===== config.mk =====
export PLATFORM = sky130hd
export DESIGN_NAME = ksr_ram
export DESIGN_NICKNAME = d
export VERILOG_FILES = /design/src/design/keyed_stack_with_removal_top_macros.svh /design/src/design/ksr_ram.sv
export SDC_FILE = /design/constraint.sdc
export NUM_CORES = 1
export LEC_CHECK = 0
export BUFFER_PORTS_ARGS = -buffer_cell sky130_fd_sc_hd__buf_4
export CAP_MARGIN = 20
export CORE_AREA = 2 2 136 138
export CTS_CLUSTER_SIZE = 40
export DETAILED_ROUTE_END_ITERATION = 10
export DIE_AREA = 0 0 138 140
export GPL_TIMING_DRIVEN = 0
export PLACE_DENSITY = 0.47
export SETUP_SLACK_MARGIN = 0.2
export SYNTH_ARGS = -nofsm -noshare
export SYNTH_HDL_FRONTEND = slang
export SYNTH_SLANG_ARGS = --single-unit

===== constraint.sdc =====
create_clock -name clk -period 4.1 [get_ports clk]
set_input_delay 1.23 -clock clk [delete_from_list [all_inputs] [get_ports clk]]
set_output_delay 1.23 -clock clk [all_outputs]
set_load 0.01 [all_outputs]

===== src/design/keyed_stack_with_removal_top_macros.svh =====
// Assertion macros for the keyed stack top level.
// Depends on a clock named clk and a reset named rst in the including scope.
`ifndef KEYED_STACK_WITH_REMOVAL_TOP_MACROS_SVH
`define KEYED_STACK_WITH_REMOVAL_TOP_MACROS_SVH

// same-cycle implication
`define KSR_ASSERT_NOW(label, ante, cons, msg) \
  label: assert property (@(posedge clk) disable iff (rst) (ante) |-> (cons)) \
    else $error(msg);

// next-cycle implication
`define KSR_ASSERT_NEXT(label, ante, cons, msg) \
  label: assert property (@(posedge clk) disable iff (rst) (ante) |=> (cons)) \
    else $error(msg);

`endif


===== src/design/ksr_ram.sv =====
// Generic simple dual-port RAM, one write and one registered read port.
// No dependencies.
`timescale 1ns / 1ps

module ksr_ram #(
  parameter int WIDTH = 8,
  parameter int DEPTH = 16
) (
  input  logic                     clk,
  input  logic                     we,
  input  logic [$clog2(DEPTH)-1:0] waddr,
  input  logic [WIDTH-1:0]         wdata,
  input  logic                     re,
  input  logic [$clog2(DEPTH)-1:0] raddr,
  output logic [WIDTH-1:0]         rdata
);

  logic [WIDTH-1:0] mem [DEPTH];

  always_ff @(posedge clk) begin
    if (we) begin
      mem[waddr] <= wdata;
    end
    if (re) begin
      rdata <= mem[raddr];
    end
  end

endmodule


# Word level (Yosys, flattened, before mapping)
# Memories as Yosys holds them, arrays and structs flattened. A register that Yosys moved wholly into a read port is not among the register bits.
# Cells that the tools add are included.
# totals
n_memories	1
ff_bits	0
ram_bits	128
word_cells	3
output_inout_bits	8
inputBits	19
# classes
muxes	2
# mem_list
memory	depth	word_bits	rd	rd_ports_with_merged_regs	write_ports	line	source
mem	16	8	1	1	1	ksr_ram.sv:18	logic [WIDTH-1:0] mem [DEPTH];
# ops
op	count
$mux W1	2

# Longest topological paths before layout
# logic_depth
ltp_word	2
mapped_depth	5
ltp_nobuf	3

# Least setup slack after synthesis
# No wires, ideal clock.
# synth_timing
kind	input to register
start	input waddr[2]
end	memory mem[0][0] (enable)
path_slack_ps	1377
setup_time_ps	383
n_path_buf	0
required_time_ps	3717
arrival_time_ps	2340
stages	2
path_cell_list	or3b_2 -> nor3_1
# synth_lines
item	line	source
start: declaration	ksr_ram.sv:11	input logic [$clog2(DEPTH)-1:0] waddr,
end: declaration	ksr_ram.sv:18	
# No word-level cell before the write port.

# Final worst setup path
# layout_timing
start	input waddr[2]
end	memory mem[0][1] (enable)
# No word-level cell before the write port.

==> summary.md <==
| Metric | Value |
|---|---|
| Status | complete, no violations |
| Largest net degree at the start of global routing | 17 |
| Element type at the critical path end | register |
| Port-buffer cells | 25 |
| Post-synth ARST share | 0% |
| First-pass GRT wire length | approximately 16 mm |
| Post-synth top area cell | edfxtp_1 |
| Die area | just under 20000 um2 |
| DP Worst Slack | between 1 and 1.5 ns |
| DRC | 0 |
| Crit share post-route | 61.5% |
| Setup skew after layout | roughly 0.010 ns |
| Simple logic cell fraction of the synthesized area | 3.14% |
| Core footprint | about 18000 um2 |
| XOR/XNOR Fraction of Synth Area | 0% |
| Routed wire length | around 11 mm |
| Final Wtd Congestion | 0.707 |
| Yosys warnings | 0 |
| Area delta synth->final | 19.6% |
| Die W | around 140 um |
| Vias in the first global route | between 2000 and 2500 |
| Die H | roughly 140 um |
| Worst hold start | mem[13][2] |
| Post-synth top area share | between 70% and 80% |
| Hold-fix buffers at CTS | 0 |
| Post-synth top flop | edfxtp_1 |
| # IOs | 27 |
| Post-synth cell types | 18 |
| H-tree levels | 4 |
| Required @ worst endpoint | between 4 and 5 ns |
| Multi-input gate area | around 1100 um2 |
| Routed WL per cell | 21.4 um |
| Clk_lat worst skew | just over 0.4 ns |
| Cells after Synth | 229 |
| Clk sink count | about 140 |
| Synth Net Count | approximately 250 |
| Maximum VDD drop | 0.283 mV |
| Hold depth | 3 |
| Reg2reg start | mem[1][0] |
| Antenna-violating nets left | 0 |
| Initial antenna violation count | 0 |
| Final WS setup | 1.58 ns |
| Crit Path Max Fanout | 6 |
| Starting utilization of the core area | 29.4% |
| DR pass1 iterations | 4 |
| Compound-gate portion of the synthesized area | ~2.3% |
| Type of the worst min-delay path | reg2reg |
| Synth Area in Adders | 0% |
| Max cap viols | 0 |
| Syn Std Cell Area | about 5200 um2 |
| Setup bufs post-CTS | 0 |
| Clk buf depth | 2 |
| Mean Syn Cell Area | around 23 um2 |
| RR Endpoint | rdata[0] |
| Slew @ Worst Pin | around 0.90 ns |
| Synth area leaders | edfxtp_1, mux4_2, mux4_1, a22oi_1, nor2_1 |
| Num CTS Buffers | 17 |
| Post-DP HPWL | about 7.1 mm |
| RSZ-0062 raised after global routing | false |
| CTS Root Cell | clkbuf_16 |
| CP startpoint kind | input pin |
| Cell Rows | 49 |
| Ant diodes | 0 |
| Cts repair resizes | 0 |
| Setup Viol. Count Final | 0 |
| Nets | 294 |
| Register area share after synthesis | 78.1% |
| FF+latch count, synth | between 100 and 150 |
| Largest family of logic cells by synthesized area | multiplexers |
| Leakage | about 2.0 nW |
| Total gr overflow | 0 |
| Fillers | about 1700 |
| Via count | ~2400 |
| CP Class | in2reg |
| Worst R2R Path Depth | 3 |
| Layout cells sized above 1 | 27.3% |
| Pwr dens | between 400 and 500 nW/um2 |
| CTS tree | built |
| Slew headroom | between 30% and 40% |
| Mux contribution to synthesized area | ~15% |
| Clock-pin slew on the worst setup and hold paths | 0.05 ns |
| Vias per inst | around 4.7 |
| Final hold violations | 0 |
| Register area | about 4100 um2 |
| Minimum clock period | between 2 and 3 ns |
| Setup TNS | 0 ns |
| Total GRT Usage | between 10% and 20% |
| Initial DRC Count | 241 |
| R2R setup slack | 2.47 ns |
| Critical path arrival | around 2.6 ns |
| Max Fclk | 396 MHz |
| Worst Hold Path EP | rdata[2] |
| Max Slew Vio Count | 0 |
| Number of synthesized flops with an enable pin | around 140 |
-- layout by cell type (no fill, tap or decap), types with 2 or more instances in the layout --
master	Yosys	final
nor2_1	13	13
mux4_1	14	14
buf_2	3	4
nand2b_1	2	2
buf_6	3	3
nor3_2	0	2
mux4_2	18	18
clkinv_1	0	3
nand3b_1	2	2
nor3_1	4	2
clkbuf_1	0	7
nand2_1	9	9
bufinv_16	0	2
edfxtp_1	136	136
clkdlybuf4s25_2	3	3
buf_4	1	27
clkbuf_16	0	17
a22oi_1	16	16
-- cell usage after synthesis (2+ instances only) --
library cell and number:
nand3b_1 2, edfxtp_1 136, a22oi_1 16, mux4_1 14, nor3_1 4, clkdlybuf4s25_2 3
nor2_1 13, buf_6 3, nand2b_1 2, nand2_1 9, buf_2 3, mux4_2 18
-- state kept, by name, indices dropped and copies added (netlist names) --
| signal | cells |
|---|---|
| rdata | 8 |
| mem | 128 |
-- metal layers --
| metal | share of wire [%] | wire, um | GRT usage, % |
|---|---|---|---|
| met1 | 45 | 4980 | 16.6 |
| met2 | 47 | 5210 | 18.2 |
| met3 | 6.2 | 678 | 3.86 |
| met4 | 1.2 | 136 | 4.35 |
| met5 | 0 | 0 | 0 |
-- worst max-delay path by stage --
| stage | depth (start not counted) | endpoint | slack [ns] | from |
|---|---|---|---|---|
| finish | 4 | mem[0][1] | 1.58 | waddr[2] |
| global route | 4 | mem[0][1] | 1.51 | waddr[2] |
| CTS | 3 | mem[2][4] | 1.58 | waddr[2] |
| detailed placement | 3 | mem[2][1] | 1.14 | waddr[2] |
| global placement | 3 | mem[0][1] | 0.70 | waddr[2] |
| floorplan | 2 | mem[0][0] | 1.38 | waddr[2] |
-- layout make-up --
cell class	count	share of cell area (%)
Clock buffer	24	7.22
Timing Repair Buffer	27	3.20
Multi-Input combinational cell	83	17.1
Tap cell	229	4.58
Buffer	10	1.38
Sequential cell	136	65.3
Clock inverter	6	1.22
-- critical path: stages --
cell and delay [ns]:
buf_4 0.12, or3b_2 0.51, nor3_1 0.45, buf_2 0.31
-- metrics by stage --
step	power (mW)	instances	utilization (%)	hold WS, ns	instance area [um2]
floorplan	1.68	229	-	0.705	5230
global placement	1.77	483	32.1	0.752	5700
detailed placement	1.77	485	32.2	0.757	5720
CTS	3.15	515	35.2	0.770	6250
global route	3.23	515	35.2	0.828	6250
finish	3.12	515	35.2	0.763	6250
-- kinds of logic (layout without fill, tap and decap cells) --
logic type	Yosys count	after routing
flops	136	136
simple gates	35	35
compound gates	16	16
buf+inv	10	67
mux	32	32
-- report_power, final --
part / internal [mW] / switching [mW] / leakage (nW)
sequential: 1.57 / 0.00648 / 1.24
combinational: 0.0692 / 0.0948 / 0.552
clock: 0.880 / 0.499 / 0.255
No activity file was read; power rests on OpenSTA's default activity.
