--- config.mk ---
export PLATFORM = sky130hd
export DESIGN_NAME = ksr_engine
export DESIGN_NICKNAME = d
export VERILOG_FILES = /design/src/design/keyed_stack_with_removal_top_macros.svh /design/src/design/ksr_pkg.sv /design/src/design/ksr_engine.sv
export SDC_FILE = /design/constraint.sdc
export NUM_CORES = 1
export LEC_CHECK = 0
export BUFFER_PORTS_ARGS = -buffer_cell sky130_fd_sc_hd__clkbuf_2
export CAP_MARGIN = 10
export CORE_AREA = 4 4 136 138
export DETAILED_ROUTE_END_ITERATION = 7
export DIE_AREA = 0 0 140 142
export GPL_TIMING_DRIVEN = 0
export PLACE_DENSITY = 0.65
export SLEW_MARGIN = 30
export SYNTH_ARGS = -nofsm -noshare
export SYNTH_HDL_FRONTEND = slang
export SYNTH_SLANG_ARGS = --single-unit
--- constraint.sdc ---
create_clock -name clk -period 10.86 [get_ports clk]
set_input_delay 0.543 -clock clk [delete_from_list [all_inputs] [get_ports clk]]
set_output_delay 0.543 -clock clk [all_outputs]
set_load 0.02 [all_outputs]
--- src/design/keyed_stack_with_removal_top_macros.svh ---
// Assertion macros for the keyed stack top level.
// Depends on a clock named clk and a reset named rst in the including scope.
`ifndef KEYED_STACK_WITH_REMOVAL_TOP_MACROS_SVH
`define KEYED_STACK_WITH_REMOVAL_TOP_MACROS_SVH

// same-cycle implication
`define KSR_ASSERT_NOW(label, ante, cons, msg) \
  label: assert property (@(posedge clk) disable iff (rst) (ante) |-> (cons)) \
    else $error(msg);

// next-cycle implication
`define KSR_ASSERT_NEXT(label, ante, cons, msg) \
  label: assert property (@(posedge clk) disable iff (rst) (ante) |=> (cons)) \
    else $error(msg);

`endif

--- src/design/ksr_pkg.sv ---
// Shared types and constants for the keyed stack with removal.
// No dependencies.
`timescale 1ns / 1ps

package ksr_pkg;

  localparam int DEPTH        = 64;
  localparam int PAYLOAD_BITS = 64;
  localparam int KEY_BITS     = 16;
  localparam int CNT_W        = $clog2(DEPTH + 1);
  localparam int ADDR_W       = $clog2(DEPTH);

  typedef enum logic [1:0] {
    OP_PUSH   = 2'd0,
    OP_POP    = 2'd1,
    OP_REMOVE = 2'd2,
    OP_QUERY  = 2'd3
  } op_t;

  typedef enum logic [1:0] {
    ST_OK    = 2'd0,
    ST_FULL  = 2'd1,
    ST_EMPTY = 2'd2,
    ST_MISS  = 2'd3
  } status_t;

  typedef struct packed {
    logic [KEY_BITS-1:0]     key;
    logic [PAYLOAD_BITS-1:0] pay;
  } rec_t;

  typedef struct packed {
    status_t                 status;
    logic [KEY_BITS-1:0]     key;
    logic [PAYLOAD_BITS-1:0] pay;
    logic [CNT_W-1:0]        count;
  } result_t;

endpackage

--- src/design/ksr_engine.sv ---
// Operation sequencer: push, pop, keyed scan and gap-closing shift over the record RAM.
// Depends on ksr_pkg.
`timescale 1ns / 1ps

module ksr_engine import ksr_pkg::*; (
  input  logic                    clk,
  input  logic                    rst,
  input  logic                    in_valid,
  output logic                    in_ready,
  input  op_t                     in_op,
  input  logic [KEY_BITS-1:0]     in_key,
  input  logic [PAYLOAD_BITS-1:0] in_pay,
  output logic                    res_valid,
  input  logic                    res_ready,
  output result_t                 res,
  output logic                    ram_we,
  output logic [ADDR_W-1:0]       ram_waddr,
  output rec_t                    ram_wdata,
  output logic                    ram_re,
  output logic [ADDR_W-1:0]       ram_raddr,
  input  rec_t                    ram_rdata
);

  typedef enum logic [4:0] {
    S_IDLE  = 5'b00001,
    S_POP   = 5'b00010,
    S_SCAN  = 5'b00100,
    S_SHIFT = 5'b01000,
    S_DONE  = 5'b10000
  } state_t;

  state_t                  state, state_next;
  op_t                     op, op_next;
  logic [KEY_BITS-1:0]     key, key_next;
  logic [CNT_W-1:0]        count, count_next;
  logic [CNT_W-1:0]        ptr, ptr_next;     // next entry to read
  status_t                 rstatus, rstatus_next;
  logic [KEY_BITS-1:0]     rkey, rkey_next;
  logic [PAYLOAD_BITS-1:0] rpay, rpay_next;

  logic [CNT_W-1:0] cnt_dec;
  logic [CNT_W-1:0] ptr_inc;
  logic [CNT_W-1:0] ptr_m2;

  assign cnt_dec = count - CNT_W'(1);
  assign ptr_inc = ptr + CNT_W'(1);
  assign ptr_m2  = ptr - CNT_W'(2);

  assign in_ready  = (state == S_IDLE);
  assign res_valid = (state == S_DONE);
  assign res       = '{status: rstatus, key: rkey, pay: rpay, count: count};

  always_comb begin
    state_next   = state;
    op_next      = op;
    key_next     = key;
    count_next   = count;
    ptr_next     = ptr;
    rstatus_next = rstatus;
    rkey_next    = rkey;
    rpay_next    = rpay;
    ram_we       = 1'b0;
    ram_waddr    = ptr_m2[ADDR_W-1:0];
    ram_wdata    = ram_rdata;
    ram_re       = 1'b0;
    ram_raddr    = ptr[ADDR_W-1:0];

    unique case (state)
      S_IDLE: begin
        if (in_valid) begin
          op_next      = in_op;
          key_next     = in_key;
          rstatus_next = ST_OK;
          rkey_next    = '0;
          rpay_next    = '0;
          unique case (in_op)
            OP_PUSH: begin
              state_next = S_DONE;
              if (count == CNT_W'(DEPTH)) begin
                rstatus_next = ST_FULL;
              end else begin
                ram_we     = 1'b1;
                ram_waddr  = count[ADDR_W-1:0];
                ram_wdata  = '{key: in_key, pay: in_pay};
                count_next = CNT_W'(count + CNT_W'(1));
              end
            end
            OP_POP: begin
              if (count == '0) begin
                rstatus_next = ST_EMPTY;
                state_next   = S_DONE;
              end else begin
                ram_re     = 1'b1;
                ram_raddr  = cnt_dec[ADDR_W-1:0];
                state_next = S_POP;
              end
            end
            OP_REMOVE, OP_QUERY: begin
              if (count == '0) begin
                rstatus_next = ST_MISS;
                state_next   = S_DONE;
              end else begin
                ram_re     = 1'b1;
                ram_raddr  = '0;
                ptr_next   = CNT_W'(1);
                state_next = S_SCAN;
              end
            end
          endcase
        end
      end

      S_POP: begin
        rkey_next  = ram_rdata.key;
        rpay_next  = ram_rdata.pay;
        count_next = cnt_dec;
        state_next = S_DONE;
      end

      // entry ptr-1 is on the read port
      S_SCAN: begin
        if (ram_rdata.key == key) begin
          rkey_next = ram_rdata.key;
          rpay_next = ram_rdata.pay;
          if (op == OP_REMOVE) begin
            if (ptr < count) begin
              ram_re     = 1'b1;
              ptr_next   = ptr_inc;
              state_next = S_SHIFT;
            end else begin
              count_next = cnt_dec;
              state_next = S_DONE;
            end
          end else begin
            state_next = S_DONE;
          end
        end else if (ptr < count) begin
          ram_re   = 1'b1;
          ptr_next = ptr_inc;
        end else begin
          rstatus_next = ST_MISS;
          state_next   = S_DONE;
        end
      end

      // entry ptr-1 arrives, lands at ptr-2; write trails read by two entries
      S_SHIFT: begin
        ram_we = 1'b1;
        if (ptr < count) begin
          ram_re   = 1'b1;
          ptr_next = ptr_inc;
        end else begin
          count_next = cnt_dec;
          state_next = S_DONE;
        end
      end

      S_DONE: begin
        if (res_ready) begin
          state_next = S_IDLE;
        end
      end

      default: begin
        state_next = S_IDLE;
      end
    endcase
  end

  always_ff @(posedge clk) begin
    if (rst) begin
      state <= S_IDLE;
      count <= '0;
    end else begin
      state <= state_next;
      count <= count_next;
    end
  end

  always_ff @(posedge clk) begin
    op      <= op_next;
    key     <= key_next;
    ptr     <= ptr_next;
    rstatus <= rstatus_next;
    rkey    <= rkey_next;
    rpay    <= rpay_next;
  end

endmodule

# Yosys cells after proc, flatten, opt, wreduce, memory -nomap -nowiden
# Cells that the tools add are included.
[classes]
n_lt_le_gt_ge = 1
add_sub_neg = 4
n_reduce_logical = 14
eq_ne = 22
n_mux = 62
[ops]
columns = ["operator", "n"]
rows = [
  ["$mux W80", 4],
  ["$pmux W64 S3", 1],
  ["$mux W64", 2],
  ["$mux W7", 12],
  ["$mux W6", 8],
  ["$pmux W16 S3", 1],
  ["$mux W5", 8],
  ["$mux W16", 2],
  ["$pmux W7 S4", 1],
  ["$pmux W5 S5", 1],
  ["$pmux W7 S3", 1],
  ["$eq A16 B16 Y1", 1],
  ["$pmux W5 S3", 1],
  ["$add A7 B1 Y7 const B", 2],
  ["$ne A2 B2 Y1 const B", 7],
  ["$pmux W6 S2", 1],
  ["$mux W1", 10],
  ["$mux W2", 5],
  ["$eq A7 B7 Y1 const B", 1],
  ["$logic_not A7 Y1", 1],
  ["$lt A7 B7 Y1", 1],
  ["$sub A7 B1 Y7 const B", 1],
  ["$eq A2 B2 Y1 const B", 3],
  ["$ne A2 B1 Y1 const B", 3],
  ["23 further kinds", 25],
]
[totals]
register_bits = 119
wordCells = 111
inputBits = 166
out_inout_bits = 185

# Depth between registers and ports, before layout
[depth]
word_depth = 5
depth_mapped = 11
mapped_depth_nobuf = 8

# Least setup slack after synthesis
# No wires, ideal clock.
[synth_path]
path_kind = "flip-flop to flip-flop"
from = "reg state[2]"
to = "reg rkey[0], enable pin"
period_less_slack_ps = 3727
required_time_ps = 10416
setup_ps = 444
path_slack_ps = 7133
t_arrival_ps = 3283
stages_incl_launch_ff = 6
cell_sequence = "dfxtp_1 > buf_4 > xnor2_1 > nor4_1 > clkbuf_1 > o21a_1"
[synth_via]
elab_chain_len = 3
[synth_rtl]
columns = ["element", "line_no", "rtl"]
rows = [
  ["start, declared", "ksr_engine.sv:32", "state_t state, state_next;"],
  ["start signal, assigned", "ksr_engine.sv:175", "state <= state_next;"],
  ["$eq A5 B3 Y1 (tied with other cells)", "ksr_engine.sv:68", "unique case (state)"],
  ["$ne A2 B2 Y1 (no source line) or $reduce_bool A3 Y1 (tied branches)", "n/a", ""],
  ["$reduce_and A3 Y1 (no source line) (*)", "n/a", ""],
  ["end signal, assigned", "ksr_engine.sv:185", "rkey <= rkey_next;"],
  ["end, declared", "ksr_engine.sv:38", "logic [KEY_BITS-1:0] rkey, rkey_next;"],
]
# Mark *: on every way between the ends. The rest lies on a longest branch, timed or not.
# A chain may end at the register's enable or synchronous reset.

==> key figures <==
Floorplanning
  • Core area: between 15000 and 20000 sq um
  • Rows: 48
  • Starting Density: 0.372
  • I/O pins: between 300 and 400
  • Die area: 19900 sq um
  • Die W: 140 um
  • Die height: 142 um

CTS
  • H-Tree Depth: 4
  • CTS tree: done
  • CTS Hold Bufs: 0
  • Root buffer cell: clkbuf_16
  • Post_cts resized: 0
  • Cts bufs inserted: 17
  • Clock transition at the registers of the reported paths: about 0.06 ns
  • Setup bufs post-CTS: 0
  • Clk_lat worst skew: 0.41 ns
  • Clock Path Buffers: 2
  • Sink Count: about 120

Worst setup path
  • Kind of critical path: flip-flop to output pin
  • Worst path slowest cell: or3b_2
  • Critical Path RT: 10.32 ns
  • Worst path bufs/invs: 4
  • CP dominant cell by count: buf_2
  • Crit-path max FO: 10
  • Crit-path cells: inv_1, ha_1, or3b_2, nor4_1, or4_1, buf_2, buf_2, mux2_2, clkbuf_2
  • Crit path capture type: output pin
  • Crit-path max cell delay: between 0.5 and 0.6 ns
  • Critical Path Source Type: flip-flop
  • CP top delay family: simple AND/OR/NAND/NOR gates
  • Crit path DAT: 3.41 ns

Drt
  • Initial DRT Pass Iterations: 5
  • Final WL: ~23 mm
  • Initial drt markers: 320
  • Number of vias per cell: around 4.9
  • Routed vias: approximately 5500
  • Drt wl/cell: 20.0 um
  • Antenna Nets Post-Route: 0
  • Drc violations: 0

Placed design
  • Pre-CTS setup slack: 7.35 ns
  • Final HPWL DP: 18.5 mm
  • Routability cong.: 0.917
  • # port buffers: about 350

Synthesis
  • Syn Inst Count: 516
  • Top cell type's share of synthesized area: 0.503
  • Yosys reg bits: between 100 and 150
  • Area contributors post-synth: edfxtp_1, mux2_2, and2_1, dfxtp_1, xnor2_1
  • Part of the Yosys area used for sequential elements: 0.540
  • Post-synth EDFFs: 107
  • Ys Warns: 0
  • Synth Cell Area: around 6400 sq um
  • Number of distinct library cells after synthesis: 55
  • Most frequent cell after synthesis: edfxtp_1
  • Post-synthesis async set-or-reset flop share: 0
  • Post-synth top area cell: edfxtp_1
  • Synth Flop Type: edfxtp_1
  • Syn nets: 693
  • Most instantiated cells after synthesis: edfxtp_1, and2_1, mux2_2
  • Syn_area_per_cell: 12.4 sq um

Final layout
  • Area delta synth->final: 42.0%
  • Final net count: 1064
  • Post-layout util: 0.528
  • Share of cells above drive strength 1: 0.541

GRT
  • Initial antenna violation count: 3
  • Largest net degree at the start of global routing: 41
  • First-pass GRT wire length: 32.6 mm
  • Vias in the first global route: 5322
  • Total track usage: 0.218
  • Overflow after GRT: 0

Power
  • Leak Pwr: just over 4 nW
  • Logic gate share of total power: 0.321
  • Clock Power Share: 0.310
  • Net Switching: 0.000648 W
  • Seq pwr share: 0.369
  • Int Power: 0.00117 W
  • VDD IR max: 113 uV
  • Total design power: 0.00182 W
  • Pwr dens: 200 nW/um^2
  • Switching fraction of total power: 0.357

STA
  • Post-Route Setup TNS: 0 ns
  • Hold WS: 0.321 ns
  • Max Freq: around 250 MHz
  • Setup violators final: 0
  • Fin crit period: 3.95 ns
  • Clock Skew: 0.00748 ns
  • Fin crit share: 0.364
  • Slew headroom: 0.364
  • Final WS setup: ~6.9 ns
  • Slew Limit Fails: 0
  • RSZ-0062 raised after global routing: no
  • Fin. Hold Viols: 0
  • Worst slew pin tran: 0.946 ns

Min path
  • Hold WC Path Type: input pin to flip-flop

Run
  • Max_cap viols: 0

Run status
  • Run status: completed
[flip-flops by register name, summed over array words and instances (netlist names)]
register and count:
rstatus 2, count 7, key 16, rpay 64
state 5, rkey 16, ptr 7, op 2
[power by group through the flow]
stage	Combinational, W	Sequential, W	Clock (W)
3_3_place_gp	0.000569	0.000689	0
3_5_place_dp	0.000588	0.000680	0
6_report	0.000584	0.000670	0.000564
4_1_cts	0.000590	0.000671	0.000577
2_1_floorplan	0.000244	0.000786	0
5_1_grt	0.000618	0.000679	0.000597
[area by class of cell]
| class | count | area [sq um] |
|---|---|---|
| plain buffers | 33 | 161 |
| repair buffers | 352 | 1790 |
| fillers | 1575 | 8100 |
| diodes | 2 | 5.00 |
| clock buffers | 17 | 425 |
| flip-flops and latches | 119 | 3450 |
| multi-input cells | 348 | 2730 |
| clock inverters | 15 | 165 |
| inverters | 16 | 61.3 |
| well taps | 225 | 282 |
[metal layers]
layer	share of wire	global-route usage
met4	0.023	0.0719
met3	0.084	0.0706
met2	0.51	0.380
met5	0.00058	0
met1	0.38	0.256
[cells by family after synthesis]
| kind of cell | share of synthesized area |
|---|---|
| compound gates | 0.0609 |
| simple gates | 0.152 |
| mux | 0.148 |
| flops | 0.540 |
| buf+inv | 0.0348 |
| xor+xnor | 0.0425 |
| fa+ha+maj | 0.0215 |
[worst reg2reg max path: stages (launching register included)]
cell,delay [ns]
dfxtp_1,0.33
clkbuf_1,0.36
inv_1,0.16
ha_1,0.35
a21o_1,0.17
a221o_1,0.33
a41o_1,0.23
a21oi_1,0.30
clkbuf_1,0.37
nor3_1,0.12
mux2_2,0.28
[cell usage in the layout (no fill, tap or decap), types with 4 or more instances in the layout]
cell	n
clkbuf_2	349
o31ai_1	11
o21ai_0	10
buf_2	10
nor3_1	6
nand2_1	14
or4_1	5
clkbuf_16	17
edfxtp_1	107
inv_6	7
a22o_1	4
a21oi_1	15
dfxtp_1	12
nand3_1	5
inv_1	15
and2_1	81
xor2_1	6
clkbuf_1	20
mux2_2	81
xnor2_1	25
nor2_1	23
nand4_1	7
ha_1	11
[metrics by stage]
| step | area, sq um | instances |
|---|---|---|
| final | 9070 | 1127 |
| after global routing | 9070 | 1127 |
| after CTS | 9070 | 1125 |
| after detailed placement | 8480 | 1093 |
| after global placement | 8420 | 1090 |
| after floorplan | 6390 | 516 |
[worst paths after layout]
| kind | slack (ns) | endpoint | cells past startpoint | from |
|---|---|---|---|---|
| worst max register to register | 7.75 | count[6] | 10 | count[4] |
| worst min register to register | 0.64 | count[3] | 2 | count[3] |
| worst max-delay path | 6.91 | ram_wdata[40] | 9 | count[0] |
| worst min-delay path | 0.32 | key[14] | 1 | in_key[14] |
(Power assumes the default switching activity.)
